--- config.mk ---
export PLATFORM = sky130hd
export DESIGN_NAME = lsb_stego_embed_extract
export DESIGN_NICKNAME = d
export VERILOG_FILES = /design/src/rtl/core/lsbse_pkg.sv /design/src/rtl/core/lsbse_in_stage.sv /design/src/rtl/core/lsbse_core.sv /design/src/rtl/core/lsbse_out_stage.sv /design/src/rtl/core/lsb_stego_embed_extract.sv
export SDC_FILE = /design/constraint.sdc
export NUM_CORES = 1
export LEC_CHECK = 0
export ABC_CLOCK_PERIOD_IN_PS = 5020
export BUFFER_PORTS_ARGS = -buffer_cell sky130_fd_sc_hd__buf_2
export CORE_MARGIN = 2
export CORE_UTILIZATION = 35
export CTS_BUF_LIST = sky130_fd_sc_hd__clkbuf_4 sky130_fd_sc_hd__clkbuf_8
export CTS_CLUSTER_SIZE = 40
export DETAILED_ROUTE_END_ITERATION = 6
export SLEW_MARGIN = 10
export SYNTH_ARGS = -nofsm -noshare
export SYNTH_HDL_FRONTEND = slang
export SYNTH_SLANG_ARGS = --single-unit
--- constraint.sdc ---
create_clock -name clk -period 5.02 [get_ports clk]
set_clock_uncertainty 0.05 [all_clocks]
set_input_delay 0.502 -clock clk [delete_from_list [all_inputs] [get_ports clk]]
set_output_delay 0.502 -clock clk [all_outputs]
set_load 0.01 [all_outputs]
--- src/rtl/core/lsbse_pkg.sv ---
// lsbse_pkg: shared types and constants for the LSB parity stego block.
// No dependencies; imported by every module under rtl/core but lsbse_checker.
`timescale 1ns / 1ps

package lsbse_pkg;

  // Header: two length bytes plus 32 tag-parity bytes
  localparam int unsigned HdrBytes = 34;
  localparam int unsigned PosW     = 17;
  localparam int unsigned LenW     = 16;
  localparam int unsigned TagW     = 32;

  localparam logic [TagW-1:0] TAG_WORD = 32'h7673_7467;  // "vstg"
  localparam logic [PosW-1:0] POS_MAX  = '1;
  localparam logic [7:0]      BYTE_MAX = 8'hFF;

  // Configuration register indexes
  typedef enum logic {
    REG_MODE     = 1'b0,
    REG_MSG_BITS = 1'b1
  } cfg_reg_t;

  typedef enum logic {
    MODE_EMBED   = 1'b0,
    MODE_EXTRACT = 1'b1
  } mode_t;

  // One input item
  typedef struct packed {
    logic [7:0] cover_byte;
    logic       message_bit;
    logic       region_start;
  } item_t;

  // One result item
  typedef struct packed {
    logic [7:0] out_byte;
    logic [7:0] char_out;
    logic       char_valid;
    logic       tag_match;
    logic       region_done;
  } result_t;

endpackage

--- src/rtl/core/lsbse_in_stage.sv ---
// lsbse_in_stage: input register for cover byte items.
// Depends on lsbse_pkg (item_t).
`timescale 1ns / 1ps

module lsbse_in_stage (
  input  logic              clk,
  input  logic              rst_n,
  input  logic              in_valid,
  output logic              in_stall,
  input  lsbse_pkg::item_t  in_item,
  input  logic              take,
  output logic              item_valid,
  output lsbse_pkg::item_t  item
);
  import lsbse_pkg::*;

  logic  valid_r;
  item_t item_r;

  // Hold while a registered item cannot move on
  assign in_stall   = valid_r && !take;
  assign item_valid = valid_r;
  assign item       = item_r;

  always_ff @(posedge clk) begin
    if (!rst_n) begin
      valid_r <= 1'b0;
    end else if (!in_stall) begin
      valid_r <= in_valid;
    end
  end

  always_ff @(posedge clk) begin
    if (!in_stall && in_valid) begin
      item_r <= in_item;
    end
  end

endmodule

--- src/rtl/core/lsbse_core.sv ---
// lsbse_core: configuration registers, region sequencing state and the
// per-byte embed/extract logic. Depends on lsbse_pkg.
`timescale 1ns / 1ps

module lsbse_core (
  input  logic               clk,
  input  logic               rst_n,
  input  logic               cfg_valid,
  input  logic               cfg_index,
  input  logic [15:0]        cfg_data,
  input  logic               fire,
  input  lsbse_pkg::item_t   item,
  output lsbse_pkg::result_t result
);
  import lsbse_pkg::*;

  // Configuration
  mode_t           mode_r;
  logic [LenW-1:0] msg_bits_r;

  // Region state
  logic [PosW-1:0] position_r, position_nxt;
  logic [LenW-1:0] length_r,   length_nxt;
  logic [TagW-1:0] tag_r,      tag_nxt;
  logic [7:0]      char_r,     char_nxt;
  logic            tag_ok_r,   tag_ok_nxt;

  // State as seen by this item (region_start clears it first)
  logic [PosW-1:0] p;
  logic [LenW-1:0] len_base;
  logic [TagW-1:0] tag_base;
  logic [7:0]      char_base;
  logic            tag_ok_base;

  logic [PosW-1:0] end_emb;
  logic [LenW-1:0] total;
  logic [PosW-1:0] end_ext;
  logic [PosW-1:0] region_end;
  logic [4:0]      tag_idx;
  logic            par;
  logic            is_hdr;

  function automatic logic [7:0] set_parity(input logic [7:0] b, input logic bit_w);
    logic [7:0] r;
    r = b;
    if (b[0] != bit_w) begin
      r = (b == BYTE_MAX) ? 8'hFE : b + 8'd1;
    end
    return r;
  endfunction

  // Config writes
  always_ff @(posedge clk) begin
    if (!rst_n) begin
      mode_r     <= MODE_EMBED;
      msg_bits_r <= '0;
    end else if (cfg_valid) begin
      unique case (cfg_reg_t'(cfg_index))
        REG_MODE:     mode_r     <= mode_t'(cfg_data[0]);
        REG_MSG_BITS: msg_bits_r <= cfg_data;
        default:      mode_r     <= mode_r;
      endcase
    end
  end

  assign p           = item.region_start ? '0 : position_r;
  assign len_base    = item.region_start ? '0 : length_r;
  assign tag_base    = item.region_start ? '0 : tag_r;
  assign char_base   = item.region_start ? '0 : char_r;
  assign tag_ok_base = item.region_start ? 1'b0 : tag_ok_r;

  assign end_emb = PosW'(HdrBytes) + {1'b0, msg_bits_r};
  assign total   = end_emb[LenW-1:0];
  assign par     = item.cover_byte[0];
  assign is_hdr  = (p < PosW'(HdrBytes));
  // Tag bit for positions 2..33, MSB first
  assign tag_idx = 5'(6'(HdrBytes - 1) - p[5:0]);

  // Per-byte datapath
  always_comb begin
    length_nxt = len_base;
    tag_nxt    = tag_base;
    char_nxt   = char_base;
    tag_ok_nxt = tag_ok_base;
    result     = '0;
    end_ext    = PosW'(HdrBytes);
    region_end = end_emb;
    result.out_byte = item.cover_byte;

    unique case (mode_r)
      MODE_EMBED: begin
        if (p == PosW'(0)) begin
          result.out_byte = total[15:8];
          length_nxt      = total;
        end else if (p == PosW'(1)) begin
          result.out_byte = total[7:0];
          length_nxt      = total;
        end else if (is_hdr) begin
          result.out_byte = set_parity(item.cover_byte, TAG_WORD[tag_idx]);
        end else if (p < end_emb) begin
          result.out_byte = set_parity(item.cover_byte, item.message_bit);
        end
        region_end = end_emb;
      end
      MODE_EXTRACT: begin
        if (p == PosW'(0)) begin
          length_nxt = {item.cover_byte, 8'h00};
          tag_ok_nxt = 1'b0;
        end else if (p == PosW'(1)) begin
          length_nxt = {len_base[15:8], item.cover_byte};
        end else if (is_hdr) begin
          tag_nxt = {tag_base[TagW-2:0], par};
          if (p == PosW'(HdrBytes - 1)) begin
            tag_ok_nxt = ({tag_base[TagW-2:0], par} == TAG_WORD);
          end
        end else if (tag_ok_base && (len_base >= LenW'(HdrBytes))
                     && (p < {1'b0, len_base})) begin
          char_nxt = {char_base[6:0], par};
          // Eighth message parity of a character
          if (p[2:0] == 3'd1) begin
            result.char_out   = {char_base[6:0], par};
            result.char_valid = 1'b1;
          end
        end
        result.tag_match = (p >= PosW'(HdrBytes - 1)) ? tag_ok_nxt : 1'b0;
        end_ext = (tag_ok_nxt && (length_nxt > LenW'(HdrBytes)))
                  ? {1'b0, length_nxt} : PosW'(HdrBytes);
        region_end = end_ext;
      end
      default: result.out_byte = item.cover_byte;
    endcase

    result.region_done = (({1'b0, p} + 18'd1) >= {1'b0, region_end});
    position_nxt = (p < POS_MAX) ? p + PosW'(1) : p;
  end

  // State update on each processed item
  always_ff @(posedge clk) begin
    if (!rst_n) begin
      position_r <= '0;
      length_r   <= '0;
      tag_r      <= '0;
      char_r     <= '0;
      tag_ok_r   <= 1'b0;
    end else if (fire) begin
      position_r <= position_nxt;
      length_r   <= length_nxt;
      tag_r      <= tag_nxt;
      char_r     <= char_nxt;
      tag_ok_r   <= tag_ok_nxt;
    end
  end

endmodule

--- src/rtl/core/lsbse_out_stage.sv ---
// lsbse_out_stage: result register toward the output channel.
// Depends on lsbse_pkg (result_t).
`timescale 1ns / 1ps

module lsbse_out_stage (
  input  logic                clk,
  input  logic                rst_n,
  input  logic                res_valid,
  input  lsbse_pkg::result_t  res,
  output logic                take,
  output logic                out_valid,
  input  logic                out_stall,
  output lsbse_pkg::result_t  out_res
);
  import lsbse_pkg::*;

  logic    valid_r;
  result_t res_r;

  // Register can load when empty or being drained
  assign take      = !valid_r || !out_stall;
  assign out_valid = valid_r;
  assign out_res   = res_r;

  always_ff @(posedge clk) begin
    if (!rst_n) begin
      valid_r <= 1'b0;
    end else if (take) begin
      valid_r <= res_valid;
    end
  end

  always_ff @(posedge clk) begin
    if (take && res_valid) begin
      res_r <= res;
    end
  end

endmodule

--- src/rtl/core/lsb_stego_embed_extract.sv ---
// LSB parity stego embed/extract, one cover byte per item.
// Path: input reg, then byte logic, then result reg; out_stall holds the result
// reg and, behind it, the input reg. Throughput: 1 item per cycle while
// out_stall is low; state update is a single pass of byte logic.
// Reset (rst_n low, synchronous): both channels empty, mode embed,
// message_bits 0, region state cleared. cfg_ready is always high.
`timescale 1ns / 1ps

module lsb_stego_embed_extract (
  input  logic        clk,
  input  logic        rst_n,
  input  logic        in_valid,
  output logic        in_stall,
  input  logic [7:0]  in_cover_byte,
  input  logic        in_message_bit,
  input  logic        in_region_start,
  output logic        out_valid,
  input  logic        out_stall,
  output logic [7:0]  out_byte,
  output logic [7:0]  out_char_out,
  output logic        out_char_valid,
  output logic        out_tag_match,
  output logic        out_region_done,
  input  logic        cfg_valid,
  output logic        cfg_ready,
  input  logic        cfg_index,
  input  logic [15:0] cfg_data
);
  import lsbse_pkg::*;

  item_t   in_item;
  item_t   item;
  logic    item_valid;
  logic    take;
  result_t res;
  result_t out_res;

  assign cfg_ready = 1'b1;

  assign in_item.cover_byte   = in_cover_byte;
  assign in_item.message_bit  = in_message_bit;
  assign in_item.region_start = in_region_start;

  lsbse_in_stage u_in (
    .clk        (clk),
    .rst_n      (rst_n),
    .in_valid   (in_valid),
    .in_stall   (in_stall),
    .in_item    (in_item),
    .take       (take),
    .item_valid (item_valid),
    .item       (item)
  );

  lsbse_core u_core (
    .clk       (clk),
    .rst_n     (rst_n),
    .cfg_valid (cfg_valid && cfg_ready),
    .cfg_index (cfg_index),
    .cfg_data  (cfg_data),
    .fire      (item_valid && take),
    .item      (item),
    .result    (res)
  );

  lsbse_out_stage u_out (
    .clk       (clk),
    .rst_n     (rst_n),
    .res_valid (item_valid),
    .res       (res),
    .take      (take),
    .out_valid (out_valid),
    .out_stall (out_stall),
    .out_res   (out_res)
  );

  assign out_byte        = out_res.out_byte;
  assign out_char_out    = out_res.char_out;
  assign out_char_valid  = out_res.char_valid;
  assign out_tag_match   = out_res.tag_match;
  assign out_region_done = out_res.region_done;

endmodule

==> results.py <==
metrics = {
    "status": {
        "run_status": "completed",
    },
    "cts": {
        "postCtsSetupRepairBufs": 0,
        "path_clk_slew_ns": 0.08,
        "clockBufferDepth": 2,
        "cts_resized": 0,
        "cts_tree": "done",
        "clk_latency_ns": 0.46,
        "numCtsBuffers": 17,
        "cts_hold_buffers": 0,
        "clock_sinks": 120,
        "cts_root_buf": "clkbuf_8",
        "htreeDepth": 4,
    },
    "global_routing": {
        "grt_pass1_wl_mm": 36.6,
        "grt_max_degree": 52,
        "use_met1_pct": 27.2,
        "grt_pass1_vias": 6652,
        "grt_usage_pct": 19.7,
        "use_met3_pct": 4.32,
        "use_met2_pct": 30.1,
        "overflow": 0,
        "antenna_found_initial": 0,
        "gr-max-usage-layer": "met2",
    },
    "placed_design": {
        "dpl.hpwl_mm": 16.6,
        "place_congestion": 0.950,
        "portBuffers": 52,
        "dpl.cell_count": 1241,
    },
    "finish": {
        "final_common_cell": "nor2_1",
        "final_cell_mix": "nor2_1, nand2_1, dfxtp_1, a21oi_1, ha_1",
        "multi_input_area_mm2": 0.00467,
        "fillers": 2289,
        "area_growth_pct": 12.2,
        "layout.nets": 1066,
        "seq_area_mm2": 0.00269,
        "drive_above_1_share_pct": 13.0,
        "diodes": 0,
        "stdcell_count": 1273,
    },
    "timing": {
        "worstMarginPinSlew_ns": 1.05,
        "setup_viol": 0,
        "period_share_pct": 93.5,
        "final_max_slew_viol_count": 0,
        "max_freq_mhz": 213,
        "period_needed_ns": 4.70,
        "fin_setup_tns_ns": 0,
        "rsz0062_at_grt": "false",
        "hold_viol": 0,
        "slew_headroom_pct": 29.8,
    },
    "setup_path": {
        "arrival_ns": 4.85,
        "crit_path_start_kind": "flip-flop",
        "critPathKind": "flip-flop to flip-flop",
        "crit_path_max_fanout": 8,
        "worstPathRequired_ns": 5.17,
        "worst_setup_path_end_kind": "flip-flop",
        "r2r_cells": 13,
    },
    "synth": {
        "syn-num-nets": 1028,
        "yosys_most_used_dff": "dfxtp_1",
        "synth-seq-cells": 120,
        "synthesis.area_mm2": 0.00771,
        "synth_warnings": 0,
        "synth_async_sr_flop_share_pct": 0,
        "synth_cell_types": 79,
        "postSynthCellCount": 942,
        "syn-mean-instance-area_um2": 8.19,
        "synth_edf_count": 29,
        "yosysSeqAreaShare_pct": 34.9,
    },
    "worst_hold_path": {
        "holdPathStages": 1,
        "hold_class": "input pin to flip-flop",
    },
    "routing": {
        "wl_mm": 22.8,
        "via_per_inst": 5.62,
        "drt_iter0_drc": 681,
        "dr.pass1.iters": 5,
        "final_antenna_net_count": 0,
        "drc": 0,
        "routedWlPerCell_um": 17.9,
        "vias": 7150,
    },
    "flow_run": {
        "maxCapViolCount": 0,
    },
    "die": {
        "core_area_mm2": 0.0218,
        "die_w_um": 152,
        "io_pins": 54,
        "die_h_um": 152,
        "dieArea_mm2": 0.0232,
        "row_count": 54,
        "initial_core_util_pct": 35.4,
    },
    "power": {
        "irDropWorstVdd_mv": 0.154,
        "p_per_area_mw_per_mm2": 261,
        "leakage_nw": 3.40,
    },
}
## cells in the mapped netlist, types with 3 or more instances
cell,number,share of area (%)
a211oi_1,16,1.6
a21o_1,16,1.6
a21oi_1,81,5.3
a22o_1,6,0.68
a22oi_1,35,3.4
a311oi_1,4,0.45
a31oi_1,9,0.73
and2_1,13,1.1
and3_1,8,0.65
buf_2,13,0.84
buf_4,4,0.39
clkbuf_1,39,1.9
dfxtp_1,91,24
edfxtp_1,29,11
ha_1,54,8.8
inv_1,26,1.3
mux2i_1,11,1.4
nand2_1,109,5.3
nand2b_1,15,1.2
nand3_1,22,1.4
nand4_1,18,1.5
nand4b_1,5,0.57
nor2_1,118,5.7
nor2b_1,27,2.2
nor3_1,17,1.1
nor3b_1,3,0.29
nor4_1,9,0.73
o211ai_1,5,0.49
o21a_1,3,0.29
o21ai_0,33,2.1
o21bai_1,3,0.29
o221ai_1,3,0.34
o22ai_1,6,0.49
o2bb2ai_1,3,0.34
or2_1,3,0.24
xnor2_1,17,1.9
xor2_1,11,1.2
## area by class of cell
class / count / area share (%)
tap: 280 / 4.05
multi-input combinational: 736 / 53.9
timing repair buffer: 77 / 5.18
sequential: 120 / 31.1
inverter: 28 / 1.21
clock buffer: 18 / 2.86
clock inverter: 14 / 1.68
## kinds of logic after synthesis
family	Yosys count	share of synthesized area, %
buf+inv	86	4.69
mux	12	1.62
compound gates	256	22.5
simple gates	385	24.3
other cells	1	0.0486
flops	120	34.9
xor+xnor	28	3.18
fa+ha+maj	54	8.76
## final timing paths
path	startpoint	endpoint	slack, ns
worst max-delay path	u_core.msg_bits_r[1]	u_out.out_res[16]	0.32
worst min-delay path	in_cover_byte[5]	u_in.item[7]	0.17
worst max register to register	u_core.msg_bits_r[1]	u_out.out_res[16]	0.32
worst min register to register	u_core.char_r[6]	u_core.char_r[6]	0.43
## through the flow
| stage | utilization, % | worst slack [ns] | hold slack, ns | total power [mW] | instance area [um^2] |
|---|---|---|---|---|---|
| 2_1_floorplan | - | 0.375 | 0.394 | 1.28 | 7710 |
| 3_3_place_gp | 38.0 | 0.494 | 0.412 | 1.38 | 8260 |
| 3_5_place_dp | 38.0 | 0.479 | 0.421 | 1.38 | 8260 |
| 4_1_cts | 39.8 | 0.415 | 0.143 | 2.28 | 8650 |
| 5_1_grt | 39.8 | 0.0205 | 0.143 | 2.36 | 8650 |
| 6_report | 39.8 | 0.324 | 0.167 | 2.26 | 8650 |
## power by group
| group | internal, mW | switching [mW] | leakage, nW |
|---|---|---|---|
| Clock | 0.457 | 0.437 | 0.205 |
| Sequential | 1.02 | 0.0343 | 1.01 |
| Combinational | 0.114 | 0.196 | 2.18 |
| Total | 1.59 | 0.668 | 3.40 |
## registers in the layout, indices dropped and copies added (netlist names), 7 cells and up
register / count
u_core.msg_bits_r: 16
u_core.char_r: 7
u_in.item: 10
u_core.position_r: 17
u_core.length_r: 16
u_core.tag_r: 31
u_out.out_res: 19
## routing by layer
metal,part of all wire [%],vias up,routed length (um)
met5,0,-,0
met4,3.2,0,729
met3,7.1,46,1630
met2,44,273,10100
met1,46,3339,10400
li1,-,3492,-
## worst max-delay path: stages, from the launching register on
cell and delay, ns:
dfxtp_1 0.44, ha_1 0.28, and3_1 0.22, o21ai_0 0.43
nor3_1 0.12, xnor2_1 0.46, ha_1 0.36, a21oi_1 0.19
nand2_1 0.07, a211oi_1 0.74, a41oi_4 0.27, or4b_1 0.52
a31oi_1 0.19, a21oi_1 0.10
(Power assumes the default switching activity.)
